===== src/rtl/vch_pkg.sv =====
`timescale 1ns / 1ps
`default_nettype none

package vch_pkg;

  localparam int DEF_MAX_BINS     = 512;
  localparam int DEF_COUNTER_BITS = 32;
  localparam int KINDS            = 5;

  localparam int OP_W     = 1;
  localparam int ROLE_W   = 2;
  localparam int CNT_W    = 16;
  localparam int SEL_W    = 4;
  localparam int IDX_W    = 9;
  localparam int BINCNT_W = 32;
  localparam int EXT_W    = 10;
  localparam int LEN_W    = 10;

  localparam logic [LEN_W-1:0] REF_LEN_RST = 10'd512;

  localparam logic [OP_W-1:0] OP_RECORD = 1'b0;
  localparam logic [OP_W-1:0] OP_READ   = 1'b1;

  localparam logic [ROLE_W-1:0] ROLE_SOLO   = 2'd0;
  localparam logic [ROLE_W-1:0] ROLE_FIRST  = 2'd1;
  localparam logic [ROLE_W-1:0] ROLE_SECOND = 2'd2;

  typedef enum logic [1:0] {
    ST_CLEAR,
    ST_IDLE,
    ST_LOOKUP,
    ST_UPDATE
  } state_t;

  typedef struct packed {
    logic capture;
    logic lookup;
    logic commit;
    logic clear_wr;
  } cmd_t;

  typedef struct packed {
    logic clear_last;
  } sts_t;

endpackage

`default_nettype wire


===== src/rtl/vch_ctrl.sv =====
`timescale 1ns / 1ps
`default_nettype none

module vch_ctrl (
  input  wire logic          clk,
  input  wire logic          rst_n,
  input  wire logic          in_valid,
  output logic               in_ready,
  output logic               out_valid,
  input  wire logic          out_ready,
  input  wire vch_pkg::sts_t sts,
  output vch_pkg::cmd_t      cmd
);

  vch_pkg::state_t state_r, state_nxt;
  logic            out_valid_r, out_valid_nxt;

  always_ff @(posedge clk) begin
    if (!rst_n) begin
      state_r     <= vch_pkg::ST_CLEAR;
      out_valid_r <= 1'b0;
    end else begin
      state_r     <= state_nxt;
      out_valid_r <= out_valid_nxt;
    end
  end

  always_comb begin
    state_nxt     = state_r;
    out_valid_nxt = out_valid_r && !out_ready;
    cmd           = '0;
    in_ready      = 1'b0;
    unique case (state_r)
      vch_pkg::ST_CLEAR: begin
        cmd.clear_wr = 1'b1;
        if (sts.clear_last) begin
          state_nxt = vch_pkg::ST_IDLE;
        end
      end
      vch_pkg::ST_IDLE: begin
        in_ready = 1'b1;
        if (in_valid) begin
          cmd.capture = 1'b1;
          state_nxt   = vch_pkg::ST_LOOKUP;
        end
      end
      vch_pkg::ST_LOOKUP: begin
        cmd.lookup = 1'b1;
        state_nxt  = vch_pkg::ST_UPDATE;
      end
      vch_pkg::ST_UPDATE: begin
        // hold until the output register is free
        if (!out_valid_r || out_ready) begin
          cmd.commit    = 1'b1;
          out_valid_nxt = 1'b1;
          state_nxt     = vch_pkg::ST_IDLE;
        end
      end
      default: begin
        state_nxt = vch_pkg::ST_CLEAR;
      end
    endcase
  end

  assign out_valid = out_valid_r;

endmodule

`default_nettype wire


===== config.mk =====
export PLATFORM = sky130hd
export DESIGN_NAME = vch_ctrl
export DESIGN_NICKNAME = d
export VERILOG_FILES = /design/src/rtl/vch_pkg.sv /design/src/rtl/vch_ctrl.sv
export SDC_FILE = /design/constraint.sdc
export NUM_CORES = 1
export LEC_CHECK = 0
export BUFFER_PORTS_ARGS = -buffer_cell sky130_fd_sc_hd__buf_4
export CAP_MARGIN = 20
export CORE_AREA = 2 2 39 41
export DETAILED_ROUTE_END_ITERATION = 7
export DIE_AREA = 0 0 41 43
export GPL_TIMING_DRIVEN = 1
export SYNTH_ARGS = -nofsm -noshare
export SYNTH_HDL_FRONTEND = slang
export SYNTH_SLANG_ARGS = --single-unit
export TNS_END_PERCENT = 100

===== constraint.sdc =====
create_clock -name clk -period 2.9 [get_ports clk]
set_clock_uncertainty 0.05 [all_clocks]
set_input_delay 0.58 -clock clk [delete_from_list [all_inputs] [get_ports clk]]
set_output_delay 0.58 -clock clk [all_outputs]
set_load 0.01 [all_outputs]

## Word-level counts from Yosys, hierarchy flattened

Cells that the tools add are included.

| word-level totals | value |
|---|---|
| register bits after elaboration | 3 |
| bits in read-only memories | 0 |
| bits of input ports | 5 |
| output and inout bits | 6 |
| latch bits | 0 |
| memories kept | 0 |
| memory bits (writable) | 0 |
| logic and storage cells | 27 |

| cells by class | value |
|---|---|
| div/mod/pow operators | 0 |
| shift operators | 0 |
| eq/ne operators | 6 |
| muxes and demuxes | 13 |
| $add $sub $neg | 0 |
| multiply operators | 0 |
| $lt $le $gt $ge | 0 |
| reductions and logical operators | 6 |
| bitwise operators | 0 |

Operators with widths:

| kind | count |
|---|---|
| 2-to-1 mux 1 bit | 9 |
| one-hot mux 2 bit (4 select lines) | 1 |
| 2-to-1 mux 2 bit | 3 |
| != test 2 bit (second input constant) | 3 |
| equality test 2 bit (second input constant) | 2 |
| AND reduction 3 bit | 1 |
| equality test 2 x 1 -> 1 bit (second input constant) | 1 |
| zero test 1 bit | 2 |
| zero test 2 bit | 1 |
| logical AND 1 bit | 1 |
| logical OR 1 bit | 1 |

## Depth between registers and ports, before layout

Gate-level depths: netlist of run 1.

| depth | value |
|---|---|
| depth after elaboration | 4 |
| depth in mapped cells | 4 |
| mapped depth without buffers | 4 |

## Worst setup path after synthesis of run 1

Ideal clock, no wire load.

| path | value |
|---|---|
| kind | register to register |
| start point | register state_r[0] |
| end point | register state_r[0] |
| data arrival time | 1352 ps |
| setup time | 72 ps |
| path slack | 1427 ps |
| stages on the path, launching flop included | 5 |
| path buffers | 0 |
| cell sequence | dfxtp_1 inv_1 ha_1 a222oi_1 mux2i_1 |

| between the ends | value |
|---|---|
| longest elaborated chain between the ends | 3 |
| elaborated cells between the ends (all ways) | 9 |

Ends and longest elaborated chain:

| element | line | source |
|---|---|---|
| start, declared | vch_ctrl.sv:15 | `vch_pkg::state_t state_r, state_nxt;` |
| start signal, assigned | vch_ctrl.sv:20 | `state_r <= vch_pkg::ST_CLEAR;` |
| start signal, assigned | vch_ctrl.sv:23 | `state_r <= state_nxt;` |
| equality test 2 bit, or another cell as far along | vch_ctrl.sv:33 | `unique case (state_r)` |
| != test 2 bit (no line) | n/a |  |
| AND reduction 3 bit (no line) | n/a |  |

Parallel ways exist; a longest one is shown, timed or not.
A chain may end at the register's enable or synchronous reset.

==> results of run 1 <==
-- placed cells by master, fill, tap and decap left out, drive strengths merged --
cell type  instances
and2               1
inv                4
ha                 5
buf               10
nand2              3
or2b               1
o21a               1
clkbuf             4
dfxtp              3
nor2b              2
mux2i              2
a222oi             1
-- power groups by stage --
| stage | clock [W] | sequential [W] | combinational [W] |
|---|---|---|---|
| final | 0.0000720 | 0.0000677 | 0.000128 |
| after global routing | 0.0000821 | 0.0000702 | 0.000148 |
| after global placement | 0 | 0.0000690 | 0.000128 |
| after floorplan | 0 | 0.0000662 | 0.0000798 |
| after detailed placement | 0 | 0.0000692 | 0.000130 |
| after CTS | 0.0000765 | 0.0000685 | 0.000131 |
-- registers in the layout (all words and copies together), names as in the netlist --
name and count:
state_r 2, out_valid 1
-- kinds of logic after synthesis --
| logic type | after synthesis |
|---|---|
| AOI/OAI and AO/OA | 2 |
| adders and majority gates | 5 |
| buffers and inverters | 4 |
| DFF | 3 |
| muxes | 2 |
| and+or+nand+nor | 7 |
-- cells in the mapped netlist --
cell	number	area (sq um)
ha_1	5	62.6
dfxtp_1	3	60.1
inv_1	4	15.0
or2b_1	1	7.51
o21a_1	1	7.51
a222oi_1	1	10.0
nand2_1	3	11.3
mux2i_1	2	20.0
nor2b_1	2	12.5
and2_1	1	6.26
-- layer usage --
layer | wire length, um | vias to the layer above
met5 | 0 | -
met4 | 0 | 0
met3 | 48 | 0
met2 | 167 | 9
met1 | 159 | 80
li1 | - | 101
-- per-stage QoR --
stage	power (W)	worst slack, ns
floorplan	0.000146	1.43
global placement	0.000197	1.18
detailed placement	0.000200	1.19
CTS	0.000276	1.09
global route	0.000300	1.03
finish	0.000267	1.11
-- layout make-up --
class | instances | area, sq um
Sequential cell | 3 | 60.1
Multi-Input combinational cell | 16 | 138
Fill cell | 161 | 1050
Timing Repair Buffer | 10 | 75.1
Inverter | 4 | 15.0
Clock buffer | 4 | 26.3
Tap cell | 16 | 20.0
-- worst max path at each step --
stage	startpoint	end	slack, ns	depth (start not counted)
finish	state_r[1]	cmd[3]	1.11	4
global route	state_r[1]	cmd[3]	1.03	4
CTS	state_r[1]	cmd[3]	1.09	4
detailed placement	out_ready	cmd[1]	1.19	4
global placement	out_ready	cmd[1]	1.18	4
floorplan	state_r[0]	state_r[0]	1.43	4
-- worst max-delay path: stages (launching register included) --
cell and delay [ns]:
dfxtp_1 0.36, inv_1 0.09, ha_1 0.21, and2_1 0.14, buf_4 0.13
==> out/metrics.yaml, run 1 <==
power_and_ir_drop:
  p_per_area_nw_per_um2: 800
  swShare_pct: 34.6
  ir_worst_vdd_v: 0.000224
  p_leak_nw: 0.178
  p_comb_share_pct: 47.7
  pwr-share-clk_pct: 26.9
  seqPwrFrac_pct: 25.3
  intPower_w: 0.000175
  p_sw_w: 0.0000926
flow_run:
  maxCapViolations: 0
logic_synthesis:
  synthAdderAreaFrac_pct: 29.4
  syn_area_sq_um: 213
  synth_compound_area_share_pct: 8.24
  synth.area.mux_share_pct: 9.41
  syn_avg_cell_area_sq_um: 9.25
  synth_nets: 33
  synth_xor_area_share_pct: 0
  ys_ff_latch: 3
  ys_seq_area_share_pct: 28.2
  yosysWarnings: 0
  synth_cell_types: 10
  synth_top_family_by_area: "adder cells"
  syn_inst: 23
  synth-simple-area-share_pct: 17.6
global_route:
  grt.overflow.total: 0
  antenna_found_initial: 0
  met2_usage_pct: 7.81
  grt_pass1_vias: 174
  met1_usage_pct: 5.75
  track_usage_pct: 5.81
  top_usage_layer: "met2"
  grt_max_degree: 6
  grt_pass1_wl_um: 641
  grt_use_met3_pct: 3.14
drt:
  routed_wl_um: 374
  wl_per_cell_um: 7.06
  via_per_inst: 3.58
  dr.pass1.iters: 4
  vias: 190
  drt_iter0_markers: 6
  drc: 0
  ant_nets: 0
worst_setup_path:
  crit_type: "reg2out"
  arrival_ns: 1.16
  r2r-end: "state_r[0]"
  ff2ff_setup_slack_ns: 1.36
  worst_ep_required_time_ns: 2.27
  worstRegToRegCells: 4
  cp-start-kind: "register"
  path_max_fanout: 4
  worstSetupEndpointType: "output port"
  regToRegStartpoint: "state_r[0]"
clock_tree:
  ctsResizeCount: 0
  cts_tree: "yes"
  path_clk_slew_ns: 0.03
  clock-sinks: 3
  cts-root-buf: "clkbuf_4"
  ctsHoldBuffers: 0
  cts_buffers: 3
  post_cts_buffers: 0
  clock_latency_ns: 0.23
  cts_buffer_depth: 2
  htree_levels: 1
floorplanning:
  ios: 11
  core_sq_um: 1380
  die_h_um: 43
  dieArea_sq_um: 1760
  start_util_pct: 15.4
  rows: 14
  die_width_um: 41
layout:
  drive_gt1_share_pct: 35.1
  syn_to_final_growth_pct: 57.1
  final_area_sq_um: 334
  fin_nets: 48
  num_antenna_cells: 0
  fin_util_pct: 24.1
  final_cells: 53
sta:
  setup-violations-final: 0
  slew_headroom_pct: 67.6
  rsz0062_at_grt: "no"
  period_share_pct: 61.9
  fin_worst_hold_slack_ns: 0.448
  worst_slew_pin_slew_ns: 0.486
  final_max_slew_viol_count: 0
  finalSetupTns_ns: 0
  min_period_ns: 1.79
  fmax_ghz: 0.557
  hold_viol: 0
min_path:
  holdPathEnd: "state_r[1]"
  hold-path-cell-count: 2
  hp-class: "reg2reg"
  worstHoldStart: "state_r[1]"
placed_design:
  io_buffers: 10
  dp_hpwl_um: 318
  dpl_cell_area_sq_um: 308
  place_inst: 49
  place_congestion: 0.606
outcome:
  status: "complete, no violations"
Power figures use the tool's default switching activity.
==> run 2, diff against run 1 <==
--- a/config.mk
+++ b/config.mk
@@ -5,6 +5,7 @@
 export SDC_FILE = /design/constraint.sdc
 export NUM_CORES = 1
 export LEC_CHECK = 0
+export ABC_AREA = 1
 export BUFFER_PORTS_ARGS = -buffer_cell sky130_fd_sc_hd__buf_4
 export CAP_MARGIN = 20
 export CORE_AREA = 2 2 39 41
==> constraint.sdc (replaced) <==
create_clock -name clk -period 1.6 [get_ports clk]
set_clock_uncertainty 0.05 [all_clocks]
set_input_delay 0.32 -clock clk [delete_from_list [all_inputs] [get_ports clk]]
set_output_delay 0.32 -clock clk [all_outputs]
set_load 0.01 [all_outputs]
==> run 2 against run 1 <==
Non-clock buffer count unchanged. Clock-buffer cell count stayed put. Total power grew 120%. Register-to-register slack got worse by 1.0 ns. Cell area grew 9.0%. Critical endpoint is now cmd[1].
==> out/metrics.yaml, run 2 <==
clock_tree:
  cts_buffer_depth: 2
  clock-sinks: 3
  post_cts_buffers: 0
  cts-root-buf: "clkbuf_4"
  htree_levels: 1
  path_clk_slew_ns: 0.04
  cts_buffers: 3
  clock_latency_ns: 0.23
  cts_tree: "yes"
worst_setup_path:
  worstSetupEndpointType: "output port"
  slowest_stage: "dfxtp_1"
  cp.depth: 4
  arrival_ns: 1.11
  cpPeakStageDelay_ns: 0.40
  crit_type: "reg2out"
  worstPathCellList: "ha_1 -> inv_1 -> a21oi_1 -> buf_4"
  path_max_fanout: 5
  cp-start-kind: "register"
  crit_family: "flip-flops"
  worst_ep_required_time_ns: 1.23
  crit_buf_inv: 2
  worstRegToRegCells: 7
layout:
  num_antenna_cells: 0
  mostFrequentLayoutCells: "10 x buf_4, 9 x inv_1, 5 x ha_1"
  fillers: 162
  fin_nets: 59
  drive_gt1_share_pct: 37.5
  multiInputGateArea_sq_um: 148
  final_common_cell: "buf_4"
  top_register: "state_r"
  largest_register_ffs: 2
  regArea_sq_um: 61.3
  syn_to_final_growth_pct: 50.8
floorplanning:
  die_h_um: 43
  dieArea_sq_um: 1760
  rows: 14
  core_sq_um: 1380
  start_util_pct: 17.5
  ios: 11
  die_width_um: 41
logic_synthesis:
  yosysWarnings: 0
  synthFlopType: "dfxtp_1"
  synth_edf_count: 0
  async_flop_share_pct: 0
  syn_area_sq_um: 241
  synth_top_cell_area_share_pct: 25.9
  synth_area_leaders: "ha_1 26%, dfxtp_1 25%, inv_1 14%"
  synth.most_common_cell: "inv_1"
  syn_avg_cell_area_sq_um: 7.10
  ys_seq_area_share_pct: 24.9
  synth_common_cells: "9 x inv_1, 5 x ha_1, 4 x nand2_1, 4 x nor2_1"
  synth_top_family_by_area: "simple AND/OR/NAND/NOR gates"
  synth.area.mux_share_pct: 0
  syn_inst: 34
  ys_ff_latch: 3
  synth_nets: 44
  synth-simple-area-share_pct: 30.1
  synth_xor_area_share_pct: 0
  synth_cell_types: 11
  synthAdderAreaFrac_pct: 25.9
  synth_compound_area_share_pct: 5.18
  yosys.area.top_type: "ha_1"
min_path:
  hold-path-cell-count: 3
  hp-class: "in2reg"
global_route:
  track_usage_pct: 6.12
  grt.overflow.total: 0
  grt_pass1_wl_um: 690
  grt_max_degree: 6
  grt_pass1_vias: 218
  antenna_found_initial: 0
placed_design:
  pre_cts_ws_ns: 0.297
  dp_hpwl_um: 392
  io_buffers: 10
  place_congestion: 0.603
sta:
  fmax_ghz: 0.674
  period_share_pct: 92.7
  rsz0062_at_grt: "no"
  fin_worst_hold_slack_ns: 0.293
  hold_viol: 0
  worst_slew_pin_slew_ns: 0.182
  setup-violations-final: 0
  finalSetupTns_ns: 0
  final_max_slew_viol_count: 0
  min_period_ns: 1.48
  setup_ws_ns: 0.116
  slew_headroom_pct: 87.9
drt:
  drt_iter0_markers: 8
  routed_wl_um: 456
  drc: 0
  dr.pass1.iters: 2
  via_per_inst: 3.67
  wl_per_cell_um: 7.13
  ant_nets: 0
  vias: 235
power_and_ir_drop:
  p_per_area_nw_per_um2: 1620
  p_leak_nw: 0.213
  fin_total_pwr_w: 0.000591
  ir_worst_vdd_v: 0.000305
flow_run:
  maxCapViolations: 0
outcome:
  status: "complete, no violations"
[run 2: changes by cell type after synthesis, moves of 2 or more]
cell,previous run,this run
nor2_1,0,4
nand2_2,0,3
inv_1,4,9
mux2i_1,2,0
nand4_1,0,2
nor2b_1,2,0
[run 2: final cells by class]
cell class / instances / share of cell area [%]
clock buffer: 4 / 7.22
inverter: 9 / 9.28
multi-input combinational: 22 / 40.5
sequential: 3 / 16.8
tap: 16 / 5.50
timing repair buffer: 10 / 20.6
[run 2: final timing paths]
check	slack, ns	start	to
hold / removal	0.29	rst_n	state_r[0]
setup reg to reg	0.33	state_r[0]	state_r[1]
setup / recovery	0.12	state_r[0]	cmd[1]
hold reg to reg	0.45	out_valid	out_valid
[run 2: repair_timing]
| action | CTS | global route |
|---|---|---|
| endpoints found under the hold margin | 0 | 0 |
| setup endpoints to repair | 0 | 1 |
| gates resized for setup | 0 | 1 |
| hold buffers | 0 | 0 |
[run 2: through the flow]
step	utilization, %	std cells	instance area, sq um
after detailed placement	24.3	60	337
final	26.3	64	364
after global placement	24.3	60	337
after floorplan	-	34	241
after CTS	26.2	64	363
after global routing	26.3	64	364
[run 2: tightest hold or removal path, delay by kind of cell]
family	cells	cell delay (ns)
buf+inv	1	0.09
simple gates	2	0.13
[run 2: cells by family after synthesis]
family | Yosys count
simple gates | 15
fa+ha+maj | 5
flops | 3
buf+inv | 9
compound gates | 2
[run 2: metal layers]
| metal | up-vias | track usage, % | part of all wire (%) |
|---|---|---|---|
| met5 | - | 0 | 0 |
| met4 | 0 | 6.00 | 0 |
| met3 | 0 | 3.14 | 1.8 |
| met2 | 1 | 10.0 | 64 |
| met1 | 105 | 4.49 | 34 |
| li1 | 129 | - | - |
[run 2: power breakdown]
| part | switching, W | total [W] | leakage [nW] | internal (W) |
|---|---|---|---|---|
| clock | 0.0000373 | 0.000131 | 0.0150 | 0.0000933 |
| sequential | 0.0000340 | 0.000140 | 0.0251 | 0.000106 |
| combinational | 0.000167 | 0.000320 | 0.173 | 0.000153 |
